===== config.mk =====
export PLATFORM = sky130hd
export DESIGN_NAME = mng_chunk_stream_parser
export DESIGN_NICKNAME = d
export VERILOG_FILES = /design/src/sv/mcsp_pkg.sv /design/src/sv/mcsp_divider.sv /design/src/sv/mcsp_datapath.sv /design/src/sv/mcsp_ctrl.sv /design/src/sv/mng_chunk_stream_parser.sv
export SDC_FILE = /design/constraint.sdc
export NUM_CORES = 1
export LEC_CHECK = 0
export BUFFER_PORTS_ARGS = -buffer_cell sky130_fd_sc_hd__buf_2
export CAP_MARGIN = 40
export CORE_AREA = 4 4 198 392
export CTS_CLUSTER_SIZE = 14
export DETAILED_ROUTE_END_ITERATION = 8
export DIE_AREA = 0 0 202 396
export SLEW_MARGIN = 20
export SYNTH_ARGS = -nofsm -noshare
export SYNTH_HDL_FRONTEND = slang
export SYNTH_SLANG_ARGS = --single-unit

===== constraint.sdc =====
create_clock -name i_clk -period 7.85 [get_ports i_clk]
set_clock_uncertainty 0.2 [all_clocks]
set_input_delay 0.785 -clock i_clk [delete_from_list [all_inputs] [get_ports i_clk]]
set_output_delay 0.785 -clock i_clk [all_outputs]
set_load 0.005 [all_outputs]

===== src/sv/mcsp_pkg.sv =====
// Shared types and constants for the MNG chunk stream parser.
package mcsp_pkg;

    localparam logic [31:0] TYPE_MHDR = 32'h4d48_4452;
    localparam logic [31:0] TYPE_IHDR = 32'h4948_4452;
    localparam logic [31:0] TYPE_IEND = 32'h4945_4e44;
    localparam logic [31:0] TYPE_MEND = 32'h4d45_4e44;
    localparam logic [31:0] TYPE_FRAM = 32'h4652_414d;

    localparam logic [31:0] MS_PER_SECOND  = 32'd1000;
    localparam logic [31:0] CHUNK_OVERHEAD = 32'd12;

    // First data byte of the big-endian delay operand
    localparam logic [31:0] MHDR_TPS_OFFSET   = 32'd8;
    localparam logic [31:0] FRAM_DELAY_OFFSET = 32'd6;

    // Last byte index of a four-byte header or CRC field
    localparam logic [31:0] FIELD_LAST = 32'd3;

    localparam int DIV_WIDTH = 32;
    localparam int DIV_CNT_W = $clog2(DIV_WIDTH);

    typedef enum logic [1:0] {
        PH_LEN,
        PH_TYPE,
        PH_DATA,
        PH_CRC
    } t_phase;

    typedef enum logic [2:0] {
        ST_IDLE,
        ST_FIN,
        ST_DIVSTART,
        ST_DIV,
        ST_EMIT
    } t_state;

    typedef struct packed {
        logic byte_en;    // accepted beat
        logic fin;        // chunk bookkeeping and delay operand product
        logic div_start;  // launch the divider
        logic div_zero;   // zero divisor: delay 0, flag error
        logic div_load;   // take quotient as delay
        logic emit;       // load the output register, rearm the parser
    } t_dp_cmd;

    typedef struct packed {
        logic chunk_end;  // current beat is the last CRC byte
        logic needs_div;  // chunk is MHDR or FRAM
        logic div_zero;   // ticks per second is zero
        logic div_done;   // quotient ready
        logic out_free;   // output register can take a result
    } t_dp_status;

endpackage


===== src/sv/mcsp_divider.sv =====
// Restoring 32-bit unsigned divider, one quotient bit per cycle.
module mcsp_divider (
    input  logic        i_clk,
    input  logic        i_rst_n,
    input  logic        i_start,
    input  logic [31:0] i_dividend,
    input  logic [31:0] i_divisor,
    output logic        o_done,
    output logic [31:0] o_quotient
);

    logic [31:0]                  r_quo;
    logic [31:0]                  r_rem;
    logic [31:0]                  r_div;
    logic [mcsp_pkg::DIV_CNT_W-1:0] r_cnt;
    logic                         r_busy;
    logic                         r_done;
    logic [32:0]                  trial;
    logic [32:0]                  diff;

    assign trial = {r_rem, r_quo[31]};
    assign diff  = trial - {1'b0, r_div};

    always_ff @(posedge i_clk) begin
        if (!i_rst_n) begin
            r_busy <= 1'b0;
            r_done <= 1'b0;
            r_cnt  <= '0;
        end else begin
            r_done <= 1'b0;
            if (i_start) begin
                r_busy <= 1'b1;
                r_cnt  <= '0;
            end else if (r_busy) begin
                r_cnt <= r_cnt + 1'b1;
                if (r_cnt == mcsp_pkg::DIV_CNT_W'(mcsp_pkg::DIV_WIDTH - 1)) begin
                    r_busy <= 1'b0;
                    r_done <= 1'b1;
                end
            end
        end
    end

    always_ff @(posedge i_clk) begin
        if (i_start) begin
            r_quo <= i_dividend;
            r_rem <= '0;
            r_div <= i_divisor;
        end else if (r_busy) begin
            if (!diff[32]) begin
                r_rem <= diff[31:0];
                r_quo <= {r_quo[30:0], 1'b1};
            end else begin
                r_rem <= trial[31:0];
                r_quo <= {r_quo[30:0], 1'b0};
            end
        end
    end

    assign o_done     = r_done;
    assign o_quotient = r_quo;

endmodule


===== src/sv/mcsp_datapath.sv =====
// Chunk field registers, delay arithmetic and the result register.
module mcsp_datapath (
    input  logic                 i_clk,
    input  logic                 i_rst_n,
    input  mcsp_pkg::t_dp_cmd    i_cmd,
    output mcsp_pkg::t_dp_status o_status,
    input  logic [7:0]           i_byte,
    input  logic                 i_out_ready,
    output logic                 o_out_valid,
    output logic [31:0]          o_chunk_type,
    output logic [31:0]          o_chunk_length,
    output logic                 o_frame_done,
    output logic [31:0]          o_frame_delay_ms,
    output logic [31:0]          o_frame_number,
    output logic [31:0]          o_image_span_bytes,
    output logic                 o_stream_end,
    output logic                 o_divide_error
);

    mcsp_pkg::t_phase r_phase, n_phase;
    logic [31:0] r_pos, n_pos;
    logic [31:0] r_len, n_len;
    logic [31:0] r_type, n_type;
    logic [31:0] r_capt, n_capt;
    logic [31:0] r_tps, n_tps;
    logic [31:0] r_delay, n_delay;
    logic [31:0] r_frames, n_frames;
    logic [31:0] r_span, n_span;
    logic        r_ended, n_ended;
    logic        r_err, n_err;
    logic [31:0] r_scaled;
    logic        r_out_valid;

    logic [31:0] cap_first;
    logic [31:0] cap_diff;
    logic        cap_en;
    logic [31:0] cap_word;
    logic [31:0] pos_inc;
    logic [31:0] quotient;
    logic        div_done;
    logic [31:0] dividend;

    assign pos_inc  = r_pos + 32'd1;
    assign cap_first = (r_type == mcsp_pkg::TYPE_MHDR) ? mcsp_pkg::MHDR_TPS_OFFSET
                                                       : mcsp_pkg::FRAM_DELAY_OFFSET;
    assign cap_en   = (r_type == mcsp_pkg::TYPE_MHDR) || (r_type == mcsp_pkg::TYPE_FRAM);
    assign cap_diff = r_pos - cap_first;

    // Place the byte into its big-endian lane of the operand
    always_comb begin
        cap_word = r_capt;
        if (cap_en && (r_pos >= cap_first) && (cap_diff < 32'd4)) begin
            unique case (cap_diff[1:0])
                2'd0: cap_word[31:24] = r_capt[31:24] | i_byte;
                2'd1: cap_word[23:16] = r_capt[23:16] | i_byte;
                2'd2: cap_word[15:8]  = r_capt[15:8]  | i_byte;
                2'd3: cap_word[7:0]   = r_capt[7:0]   | i_byte;
            endcase
        end
    end

    always_comb begin
        n_phase  = r_phase;
        n_pos    = r_pos;
        n_len    = r_len;
        n_type   = r_type;
        n_capt   = r_capt;
        n_tps    = r_tps;
        n_delay  = r_delay;
        n_frames = r_frames;
        n_span   = r_span;
        n_ended  = r_ended;
        n_err    = r_err;

        if (i_cmd.byte_en && !r_ended) begin
            unique case (r_phase)
                mcsp_pkg::PH_LEN: begin
                    n_len = {r_len[23:0], i_byte};
                    n_pos = pos_inc;
                    if (r_pos == mcsp_pkg::FIELD_LAST) begin
                        n_phase = mcsp_pkg::PH_TYPE;
                        n_pos   = '0;
                        n_type  = '0;
                    end
                end
                mcsp_pkg::PH_TYPE: begin
                    n_type = {r_type[23:0], i_byte};
                    n_pos  = pos_inc;
                    if (r_pos == mcsp_pkg::FIELD_LAST) begin
                        n_pos   = '0;
                        n_capt  = '0;
                        n_phase = (r_len == '0) ? mcsp_pkg::PH_CRC : mcsp_pkg::PH_DATA;
                    end
                end
                mcsp_pkg::PH_DATA: begin
                    n_capt = cap_word;
                    n_pos  = pos_inc;
                    if (pos_inc == r_len) begin
                        n_pos   = '0;
                        n_phase = mcsp_pkg::PH_CRC;
                    end
                end
                mcsp_pkg::PH_CRC: begin
                    // last CRC byte holds the position until the chunk is emitted
                    if (r_pos != mcsp_pkg::FIELD_LAST) begin
                        n_pos = pos_inc;
                    end
                end
            endcase
        end

        if (i_cmd.fin) begin
            n_err = 1'b0;
            if (r_type == mcsp_pkg::TYPE_IHDR) begin
                n_span = r_len + mcsp_pkg::CHUNK_OVERHEAD;
            end else begin
                n_span = r_span + r_len + mcsp_pkg::CHUNK_OVERHEAD;
            end
            if (r_type == mcsp_pkg::TYPE_MHDR) begin
                n_tps = r_capt;
            end
            if (r_type == mcsp_pkg::TYPE_IEND) begin
                n_frames = r_frames + 32'd1;
            end
            if (r_type == mcsp_pkg::TYPE_MEND) begin
                n_ended = 1'b1;
            end
        end

        if (i_cmd.div_zero) begin
            n_delay = '0;
            n_err   = 1'b1;
        end

        if (i_cmd.div_load) begin
            n_delay = quotient;
        end

        if (i_cmd.emit) begin
            n_phase = mcsp_pkg::PH_LEN;
            n_pos   = '0;
            n_len   = '0;
        end
    end

    always_ff @(posedge i_clk) begin
        if (!i_rst_n) begin
            r_phase  <= mcsp_pkg::PH_LEN;
            r_pos    <= '0;
            r_len    <= '0;
            r_type   <= '0;
            r_capt   <= '0;
            r_tps    <= '0;
            r_delay  <= '0;
            r_frames <= '0;
            r_span   <= '0;
            r_ended  <= 1'b0;
            r_err    <= 1'b0;
        end else begin
            r_phase  <= n_phase;
            r_pos    <= n_pos;
            r_len    <= n_len;
            r_type   <= n_type;
            r_capt   <= n_capt;
            r_tps    <= n_tps;
            r_delay  <= n_delay;
            r_frames <= n_frames;
            r_span   <= n_span;
            r_ended  <= n_ended;
            r_err    <= n_err;
        end
    end

    // FRAM operand scaled to milliseconds, wrapped to 32 bits
    always_ff @(posedge i_clk) begin
        if (i_cmd.fin) begin
            r_scaled <= 32'(r_capt * mcsp_pkg::MS_PER_SECOND);
        end
    end

    assign dividend = (r_type == mcsp_pkg::TYPE_MHDR) ? mcsp_pkg::MS_PER_SECOND : r_scaled;

    mcsp_divider u_div (
        .i_clk      (i_clk),
        .i_rst_n    (i_rst_n),
        .i_start    (i_cmd.div_start),
        .i_dividend (dividend),
        .i_divisor  (r_tps),
        .o_done     (div_done),
        .o_quotient (quotient)
    );

    // Result register
    always_ff @(posedge i_clk) begin
        if (!i_rst_n) begin
            r_out_valid <= 1'b0;
        end else if (i_cmd.emit) begin
            r_out_valid <= 1'b1;
        end else if (i_out_ready) begin
            r_out_valid <= 1'b0;
        end
    end

    always_ff @(posedge i_clk) begin
        if (i_cmd.emit) begin
            o_chunk_type       <= r_type;
            o_chunk_length     <= r_len;
            o_frame_done       <= (r_type == mcsp_pkg::TYPE_IEND);
            o_frame_delay_ms   <= r_delay;
            o_frame_number     <= r_frames;
            o_image_span_bytes <= r_span;
            o_stream_end       <= (r_type == mcsp_pkg::TYPE_MEND);
            o_divide_error     <= r_err;
        end
    end

    assign o_out_valid = r_out_valid;

    assign o_status.chunk_end = !r_ended && (r_phase == mcsp_pkg::PH_CRC)
                                && (r_pos == mcsp_pkg::FIELD_LAST);
    assign o_status.needs_div = cap_en;
    assign o_status.div_zero  = (r_tps == '0);
    assign o_status.div_done  = div_done;
    assign o_status.out_free  = !r_out_valid || i_out_ready;

endmodule


===== src/sv/mcsp_ctrl.sv =====
// Sequencer: byte intake, chunk finish, divide and result hand-off.
module mcsp_ctrl (
    input  logic                 i_clk,
    input  logic                 i_rst_n,
    input  logic                 i_in_valid,
    output logic                 o_in_ready,
    input  mcsp_pkg::t_dp_status i_status,
    output mcsp_pkg::t_dp_cmd    o_cmd
);

    mcsp_pkg::t_state r_state, n_state;

    always_ff @(posedge i_clk) begin
        if (!i_rst_n) begin
            r_state <= mcsp_pkg::ST_IDLE;
        end else begin
            r_state <= n_state;
        end
    end

    always_comb begin
        n_state    = r_state;
        o_cmd      = '0;
        o_in_ready = 1'b0;

        unique case (r_state)
            mcsp_pkg::ST_IDLE: begin
                o_in_ready    = 1'b1;
                o_cmd.byte_en = i_in_valid;
                if (i_in_valid && i_status.chunk_end) begin
                    n_state = mcsp_pkg::ST_FIN;
                end
            end
            mcsp_pkg::ST_FIN: begin
                o_cmd.fin = 1'b1;
                n_state   = mcsp_pkg::ST_DIVSTART;
            end
            mcsp_pkg::ST_DIVSTART: begin
                priority if (!i_status.needs_div) begin
                    n_state = mcsp_pkg::ST_EMIT;
                end else if (i_status.div_zero) begin
                    o_cmd.div_zero = 1'b1;
                    n_state        = mcsp_pkg::ST_EMIT;
                end else begin
                    o_cmd.div_start = 1'b1;
                    n_state         = mcsp_pkg::ST_DIV;
                end
            end
            mcsp_pkg::ST_DIV: begin
                if (i_status.div_done) begin
                    o_cmd.div_load = 1'b1;
                    n_state        = mcsp_pkg::ST_EMIT;
                end
            end
            mcsp_pkg::ST_EMIT: begin
                if (i_status.out_free) begin
                    o_cmd.emit = 1'b1;
                    n_state    = mcsp_pkg::ST_IDLE;
                end
            end
            default: begin
                n_state = mcsp_pkg::ST_IDLE;
            end
        endcase
    end

endmodule


===== src/sv/mng_chunk_stream_parser.sv =====
// MNG chunk stream parser top level: one byte per beat in, one result beat per chunk out.
// Bytes inside a chunk are taken one per cycle; after the last CRC byte intake pauses
// through the FIN and DIVSTART states, on MHDR/FRAM chunks with a nonzero divisor also
// while the delay goes through the 32-step serial divider, and in EMIT until the result
// register can take the result. Chunks after MEND give no result beat. Synchronous
// active-low reset clears the parser state and valid flag, not the result data.
module mng_chunk_stream_parser (
    input  logic         i_clk,
    input  logic         i_rst_n,
    // Input stream
    input  logic         s_axis_tvalid,
    output logic         s_axis_tready,
    input  logic [7:0]   s_axis_tdata,   // [7:0] data_byte
    // Result stream
    output logic         m_axis_tvalid,
    input  logic         m_axis_tready,
    // [31:0] chunk_type, [63:32] chunk_length, [95:64] frame_delay_ms,
    // [127:96] frame_number, [159:128] image_span_bytes
    output logic [159:0] m_axis_tdata,
    output logic [1:0]   m_axis_tuser,   // [0] frame_done, [1] divide_error
    output logic         m_axis_tlast    // stream_end: chunk was MEND
);

    mcsp_pkg::t_dp_cmd    cmd;
    mcsp_pkg::t_dp_status status;

    logic [31:0] chunk_type;
    logic [31:0] chunk_length;
    logic        frame_done;
    logic [31:0] frame_delay_ms;
    logic [31:0] frame_number;
    logic [31:0] image_span_bytes;
    logic        stream_end;
    logic        divide_error;

    // The controller owns the intake handshake; the datapath owns the result beat.
    mcsp_ctrl u_ctrl (
        .i_clk      (i_clk),
        .i_rst_n    (i_rst_n),
        .i_in_valid (s_axis_tvalid),
        .o_in_ready (s_axis_tready),
        .i_status   (status),
        .o_cmd      (cmd)
    );

    mcsp_datapath u_dp (
        .i_clk              (i_clk),
        .i_rst_n            (i_rst_n),
        .i_cmd              (cmd),
        .o_status           (status),
        .i_byte             (s_axis_tdata),
        .i_out_ready        (m_axis_tready),
        .o_out_valid        (m_axis_tvalid),
        .o_chunk_type       (chunk_type),
        .o_chunk_length     (chunk_length),
        .o_frame_done       (frame_done),
        .o_frame_delay_ms   (frame_delay_ms),
        .o_frame_number     (frame_number),
        .o_image_span_bytes (image_span_bytes),
        .o_stream_end       (stream_end),
        .o_divide_error     (divide_error)
    );

    // Pack the result beat, first field lowest
    assign m_axis_tdata = {image_span_bytes, frame_number, frame_delay_ms,
                           chunk_length, chunk_type};
    assign m_axis_tuser = {divide_error, frame_done};
    assign m_axis_tlast = stream_end;

endmodule

# Yosys cells after proc, flatten, opt, wreduce, memory -nomap -nowiden
# Cells that the tools add are included.
[classes]
bitwise_logic = 6
order_cmp = 2
mul = 1
eq_ne = 31
n_reduce_logical = 38
muxes = 51
n_addsub = 8
[ops]
columns = ["operator", "count"]
rows = [
  ["2-to-1 mux 32 bit", 12],
  ["== test 32 x 31 -> 1 bit (second input constant)", 5],
  ["one-hot mux 32 bit (2 select lines)", 2],
  ["one-hot mux 32 bit (3 select lines)", 1],
  ["adder 32 x 1 -> 32 bit (second input constant)", 2],
  ["adder 32 x 4 -> 32 bit (second input constant)", 2],
  ["zero test 32 bit", 2],
  ["subtractor 33 x 32 -> 33 bit", 1],
  ["adder 32 bit", 1],
  ["== test 32 x 2 -> 1 bit (second input constant)", 1],
  ["== test 32 bit", 1],
  [">= comparator 32 bit", 1],
  ["< comparator 32 x 3 -> 1 bit (second input constant)", 1],
  ["multiplier 32 x 7 -> 29 bit (second input constant)", 1],
  ["2-to-1 mux 8 bit", 4],
  ["inequality test 32 x 2 -> 1 bit (second input constant)", 1],
  ["OR 8 bit", 4],
  ["subtractor 32 bit", 1],
  ["AND reduction 5 bit", 5],
  ["2-to-1 mux 1 bit", 19],
  ["2-to-1 mux 3 bit", 5],
  ["one-hot mux 3 bit (5 select lines)", 1],
  ["inequality test 2 x 1 -> 1 bit (second input constant)", 7],
  ["nonzero test 2 bit", 6],
  ["22 further kinds", 51],
]
[totals]
out_inout_bits = 165
regBits = 559
word_cells = 168

# Depth between registers and ports, before layout
# Gate-level depths: netlist of the first run.
[depth]
word_depth = 7
depth_mapped = 19
depth_no_buf = 18

# By module
# Synthesis of the first run repeated with hierarchy kept, for this count alone.
[hier_totals]
hier_cells = 2950
hier_area_um2 = 30500.5
[by_module_without_submodules]
columns = ["mod", "cells_each", "n_inst", "seq_area_each_um2", "area_per_inst_um2"]
rows = [
  ["mcsp_datapath", 2357, 1, 10990.5, 24393.4],
  ["mcsp_divider", 559, 1, 2702.6, 5845.6],
  ["mcsp_ctrl", 32, 1, 60.1, 246.5],
  ["mng_chunk_stream_parser", 2, 1, 0.0, 15.0],
]

# Least setup slack after synthesis of the first run
# Ideal clock, no wire load.
[synth_path]
path_kind = "flip-flop to flip-flop"
from = "reg u_dp.r_capt[4]"
to = "reg u_dp.r_scaled[30] (data pin)"
t_required_ns = 7.392
setup_ns = 0.258
slack_ns = 2.388
arrival_time_ns = 5.004
path_stages_with_launch = 16
synth_period_minus_slack_ns = 5.462
cell_sequence = "dfxtp_1 > fa_1 > fa_1 > fa_1 > fa_1 > ha_1 > or3_1 > o21bai_1 > a21oi_1 > o21ai_0 > o41ai_1 > o31ai_1 > o41ai_1 > o21ai_0 > a21oi_1 > xnor2_1"
[synth_between]
elab_chain_len = 1
[synth_lines]
columns = ["item", "line_no", "rtl"]
rows = [
  ["from (decl)", "mcsp_datapath.sv:24", "logic [31:0] r_capt, n_capt;"],
  ["from (signal assigned)", "mcsp_datapath.sv:164", "r_capt <= n_capt;"],
  ["multiplier 32 x 7 -> 29 bit", "mcsp_datapath.sv:177", "r_scaled <= 32'(r_capt * mcsp_pkg::MS_PER_SECOND);"],
  ["to (signal assigned)", "mcsp_datapath.sv:177", ""],
  ["to (decl)", "mcsp_datapath.sv:31", "logic [31:0] r_scaled;"],
]
# No other way between the ends.
# A chain may end at the register's enable or synchronous reset.

# Worst setup path after layout of the first run
# Same ends and word-level chain as after synthesis.

==> reports/qor.txt, run 1 <==
Outcome = complete, no violations
Yosys reg bits = 559
Clock Tree Root = clkbuf_16
Initial Util = 39.5%
Crit-path max FO = 8
Worst Reg-to-Reg Cells = 15
Multi-input gate area = 14,800 µm²
Vias = 22,073
RSZ-0062 raised after global routing = no
Top Ports = 177
CTS H-tree depth = 2
Storage element area = 13,800 µm²
First-pass GRT wire length = 127 mm
Post-synth EDFFs = 256
Max Cap Viol = 0
Vias in the first global route = 22,945
Least-Margin Pin Slew = 812 ps
DIE HEIGHT = 396 µm
Longest Clk Path Bufs = 3
Synthesis-to-finish area growth = 12.1%
Mapped Area = 29,600 µm²
Largest net degree at the start of global routing = 76
Post-CTS Resized = 0
Commonest cells after routing, fill and taps aside = nand2_1 (378), dfxtp_1 (302), edfxtp_1 (256), buf_2 (175), ha_1 (162)
GRT Util Overall = 19.8%
Net Count, Synth = 3,148
Kind of critical path = reg2reg
Post-detailed-placement half-perimeter wirelength = 60.2 mm
Worst path most repeated cell = fa_1
Antenna cells = 0
Placeable Area = 74,800 µm²
Ratio of final minimum period to clock period = 77.2%
Final setup TNS = 0 ps
# setup viols final = 0
Drt pass-1 iters = 5
Initial antenna violation count = 1
Share of the yosys chip area belonging to registers = 46.5%
Worst hold margin = 227 ps
Mean Syn Cell Area = 10.3 µm²
Hold path depth = 0
DRC violations left = 0
CTS Buf Count = 51
Crit-path cells = fa_1 > fa_1 > fa_1 > fa_1 > ha_1 > or3_1 > o21bai_1 > a21oi_1 > o21ai_0 > o41ai_1 > o31ai_1 > o41ai_1 > o21ai_0 > a21oi_1 > xnor2_1
Port Buffer Count = 176
Number of nets in the layout = 3,261
Peak supply drop = 0.000155 V
Synth async-reset ratio = 0%
Starting DRC count in detailed routing = 1,227
Worst-Skew Late Latency = 630 ps
Clock-pin slew on the worst setup and hold paths = 70 ps
Leakage = 13.7 nW
Die area = 80,000 µm²
Ys flop type = dfxtp_1
Non-filler cells, final = 4,044
# rows = 142
HP Class = reg2reg
Post-route minimum period = 6060 ps
Layout cells sized above 1 = 11.2%
Gpl congestion = 0.912
Worst setup SP type = flip-flop
Total Wirelength = 80.7 mm
Final hold vios = 0
Final ANT Viol Nets = 0
YS warnings = 0
Mean number of vias per cell = 5.46
CP max stage cell = o41ai_1
Drt wl/cell = 19.9 µm
Clk sink count = 559
Final core utilization = 44.3%
Mapped Cells = 2,880
GR Overflow Total = 0
Power Dens Cells = 186 nW/µm²
DIE WIDTH = 202 µm
Slew Limit Fails = 0
CP endpoint kind = flip-flop
Achievable Freq = 0.165 GHz
Distinct cells, synth = 91
DP Cell Count = 3,947
Postcts setup bufs = 0
CTS tree = yes
Hold buffers post-CTS = 0
CP peak stage delay = 640 ps
Worst slew margin = 45.8%
Most common cell after layout, fill and taps aside = nand2_1
Filler instances = 7,075
Crit path required time = 8030 ps
WP data arrival = 6240 ps
==> Yosys cell counts (all sizes together), types with 5 or more instances <==
library cell | count | area (µm²)
a22o | 34 | 298
a22oi | 5 | 37.5
and2 | 32 | 200
o21ai | 115 | 576
a211oi | 17 | 128
o31a | 7 | 61.3
nor3b | 11 | 110
buf | 36 | 203
nand2b | 19 | 119
o31ai | 8 | 73.8
xnor2 | 131 | 1150
a21oi | 156 | 781
dfxtp | 303 | 6070
nor3 | 50 | 283
a31o | 5 | 43.8
o21bai | 13 | 97.6
o21a | 16 | 120
nand4 | 34 | 228
ha | 162 | 2030
a21o | 30 | 225
nor4 | 35 | 300
or2 | 8 | 52.6
nor2b | 15 | 93.8
clkbuf | 119 | 449
inv | 102 | 383
a21boi | 118 | 886
nor2 | 140 | 538
nand2 | 379 | 1430
fa | 94 | 1880
edfxtp | 256 | 7690
and3 | 34 | 213
o211ai | 8 | 60.1
nand4b | 9 | 93.8
or3 | 30 | 193
xor2 | 59 | 517
or4 | 6 | 48.8
mux2i | 42 | 420
a31oi | 27 | 169
o211a | 7 | 70.1
nand3 | 154 | 776
==> metrics by stage <==
step	total power [mW]	setup WS, ps	cell area (µm²)
floorplan	3.54	2390	29600
global placement	3.66	1830	31300
detailed placement	3.67	1790	31500
CTS	6.23	1780	33100
global route	6.38	1320	33200
finish	6.15	1790	33200
==> critical path, delay by kind of cell (launching register included) <==
family | cells | cell delay [ps]
DFF | 1 | 570
adders and majority gates | 5 | 2270
AOI/OAI and AO/OA | 8 | 2290
xor gates and xnor gates | 1 | 80
and+or+nand+nor | 1 | 390
==> final timing paths <==
path	end	slack, ps	from
hold / removal	u_dp.o_frame_delay_ms[30]	230	u_dp.r_delay[30]
setup reg to reg	u_dp.r_scaled[30]	1790	u_dp.r_capt[4]
setup / recovery	u_dp.r_scaled[30]	1790	u_dp.r_capt[4]
hold reg to reg	u_dp.o_frame_delay_ms[30]	230	u_dp.r_delay[30]
==> where the power goes <==
group	internal (mW)	total [mW]	switching, mW
Clock	1.39	2.55	1.15
Sequential	3.05	3.10	0.0434
Combinational	0.219	0.509	0.290
Total	4.66	6.15	1.49
==> cell type report <==
cell class                 count  share of cell area (%)
tap                         1008                    3.80
sequential                   559                    41.5
clock inverter                18                   0.600
timing repair buffer         215                    3.76
clock buffer                  78                    4.49
inverter                     102                    1.17
multi-input combinational   2064                    44.7
==> cells by family after synthesis <==
logic type / after synthesis / share of synthesized area [%]
AOI/OAI and AO/OA: 599 / 13.2
buffers and inverters: 257 / 3.50
xor gates and xnor gates: 190 / 5.65
and+or+nand+nor: 975 / 16.4
DFF: 559 / 46.5
muxes: 44 / 1.50
adders and majority gates: 256 / 13.2
==> per-layer routing <==
layer | vias to the layer above | share of wire (%) | track usage, %
li1 | 10471 | - | -
met5 | - | 0 | 0
met4 | 0 | 7.1 | 12.2
met2 | 590 | 54 | 37.9
met1 | 10771 | 35 | 20.2
met3 | 241 | 3.9 | 2.33
Power figures use the tool's default switching activity.
==> inputs of run 2 (changes only) <==
==> constraint.sdc (replaced) <==
create_clock -name i_clk -period 5.5 [get_ports i_clk]
set_clock_uncertainty 0.2 [all_clocks]
set_input_delay 0.55 -clock i_clk [delete_from_list [all_inputs] [get_ports i_clk]]
set_output_delay 0.55 -clock i_clk [all_outputs]
set_load 0.005 [all_outputs]
==> run 2 against run 1 <==
  * Sequential power up 42%
  * Hold slack worse by 100 ps
  * Global-route usage up 0.22 points
  * Register-to-register slack worse by 1600 ps
  * Via count up 1.1%
  * Non-clock buffer count up 53
  * Die area unchanged
  * Largest power group unchanged
==> reports/qor.txt, run 2 (synthesis results as in run 1) <==
Outcome = complete, no violations
Peak supply drop = 0.000285 V (+84%)
Slew Limit Fails = 0 (unchanged)
CTS tree = yes
Hold wc startpoint = s_axis_tdata[0]
Total Wirelength = 82.0 mm (+1.7%)
GR Overflow Total = 0 (unchanged)
Number of nets in the layout = 3,315 (+1.7%)
GRT met3 Usage = 2.14% (-0.19 points)
Met1 usage = 20.2% (+0.035 points)
Kind of critical path = reg2reg
Top Ports = 177 (unchanged)
Crit Reg-Reg Endpoint = u_dp.r_scaled[31]
First-pass GRT wire length = 128 mm (+0.58%)
DRC violations left = 0 (unchanged)
Largest net degree at the start of global routing = 91 (+20%)
Final Power = 8.81 mW (+43%)
Drt wl/cell = 20.0 µm (+0.32%)
Worst hold margin = 123 ps (-104 ps)
Worst Reg-to-Reg Cells = 17 (+2)
Final setup TNS = 0 ps (unchanged)
Worst setup SP type = flip-flop
Crit-path cells = fa_1 > inv_1 > fa_1 > fa_1 > inv_1 > fa_2 > ha_1 > inv_1 > o21bai_1 > a21oi_1 > o21ai_0 > a21oi_1 > o21ai_0 > or4b_2 > a31o_2 > a21oi_2 > xnor2_1
Initial Util = 39.5% (unchanged)
Clk sink count = 559 (unchanged)
Worst-Skew Late Latency = 630 ps (about the same)
CP max stage cell = or4b_2
WP data arrival = 5440 ps (-800 ps)
CTS H-tree depth = 2 (unchanged)
DIE HEIGHT = 396 µm (unchanged)
Worst slew margin = 48.5% (+2.7 points)
Gpl congestion = 0.934 (+2.5%)
Final ANT Viol Nets = 0 (unchanged)
FF-to-FF Start = u_dp.r_capt[2]
CP endpoint kind = flip-flop
Die area = 80,000 µm² (unchanged)
Hold path depth = 3 (+3)
GRT Util Overall = 20.0% (+0.22 points)
Most common cell after layout, fill and taps aside = nand2_1
WHS Endpoint = u_dp.r_len[0]
Vias = 22,307 (+1.1%)
M2 GR Usage = 38.9% (+1.0 points)
Least-Margin Pin Slew = 773 ps (-38.8 ps)
Worst R2R Setup Slack = 210 ps (-1580 ps)
Power Dens Cells = 262 nW/µm² (+41%)
Starting DRC count in detailed routing = 1,146 (-6.6%)
Antenna cells = 0 (unchanged)
Clock Tree Root = clkbuf_16
# rows = 142 (unchanged)
Clock-pin slew on the worst setup and hold paths = 70 ps (about the same)
Leakage = 14.0 nW (+2.2%)
Drt pass-1 iters = 5 (unchanged)
DIE WIDTH = 202 µm (unchanged)
Vias in the first global route = 22,903 (-0.18%)
Layout cells sized above 1 = 13.4% (+2.3 points)
Max Cap Viol = 0 (unchanged)
Crit-path max FO = 6 (-2)
Final hold vios = 0 (unchanged)
Final core utilization = 45.0% (+0.71 points)
Ratio of final minimum period to clock period = 96.1% (+19 points)
Placeable Area = 74,800 µm² (unchanged)
Post-detailed-placement half-perimeter wirelength = 62.1 mm (+3.1%)
Mean number of vias per cell = 5.44 (-0.30%)
Initial antenna violation count = 3 (+2)
Longest Clk Path Bufs = 3 (unchanged)
Commonest cells after routing, fill and taps aside = nand2_1 (378), dfxtp_1 (290), edfxtp_1 (256), buf_2 (175), ha_1 (159)
Achievable Freq = 0.189 GHz (+15%)
Crit path required time = 5660 ps (-2370 ps)
Post-route minimum period = 5290 ps (-770 ps)
Synthesis-to-finish area growth = 13.9%
# setup viols final = 0 (unchanged)
CTS Buf Count = 52 (+2.0%)
Port Buffer Count = 176 (unchanged)
HP Class = in2reg
CP peak stage delay = 640 ps (about the same)
Gr busiest metal = met2
## run 2: how the worst max path moves through the flow
stage,startpoint,endpoint,slack [ps]
after floorplan,u_dp.r_capt[4],u_dp.r_scaled[30],40
after global placement,u_dp.r_capt[2],u_dp.r_scaled[30],50
after detailed placement,u_dp.r_capt[2],u_dp.r_scaled[28],80
after CTS,u_dp.r_capt[2],u_dp.r_scaled[28],40
after global routing,u_dp.r_capt[2],u_dp.r_scaled[30],-30
final,u_dp.r_capt[2],u_dp.r_scaled[31],210
## run 2: critical path, delay by kind of cell (launching register included)
| kind | cells | cell delay [ps] |
|---|---|---|
| flops | 1 | 380 |
| xor+xnor | 1 | 90 |
| compound gates | 7 | 1170 |
| fa+ha+maj | 5 | 2380 |
| simple gates | 1 | 640 |
| buf+inv | 3 | 190 |
## run 2: timing repair
item                       4_1_cts  5_1_grt
hold buffers                     0        0
setup buffers                    0        1
setup endpoints to repair        0        3
gates resized for setup          0       27
## run 2: stage by stage
step	cell area [µm²]	worst slack (ps)	std cells
floorplan	29600	38.3	2880
global placement	31700	50.0	3993
detailed placement	31900	85.0	4000
CTS	33600	43.9	4098
global route	33700	-31.5	4099
finish	33700	213	4099
## run 2: per-layer routing
layer | share of wire (%) | up-vias
li1 | - | 10604
met5 | 0 | -
met1 | 35 | 10920
met4 | 6.8 | 0
met3 | 3.8 | 232
met2 | 55 | 551
## run 2: final cells by class
class / instances / area, µm²
clock buffer: 79 / 1520
clock inverter: 19 / 216
fill: 7057 / 41100
inverter: 102 / 388
multi-input combinational: 2064 / 14900
sequential: 559 / 13800
tap: 1008 / 1260
timing repair buffer: 268 / 1670
## run 2: power breakdown
| group | total, mW | internal [mW] | switching, mW |
|---|---|---|---|
| Clock | 3.65 | 2.02 | 1.63 |
| Sequential | 4.41 | 4.36 | 0.0547 |
| Combinational | 0.747 | 0.323 | 0.424 |
| Total | 8.81 | 6.70 | 2.11 |
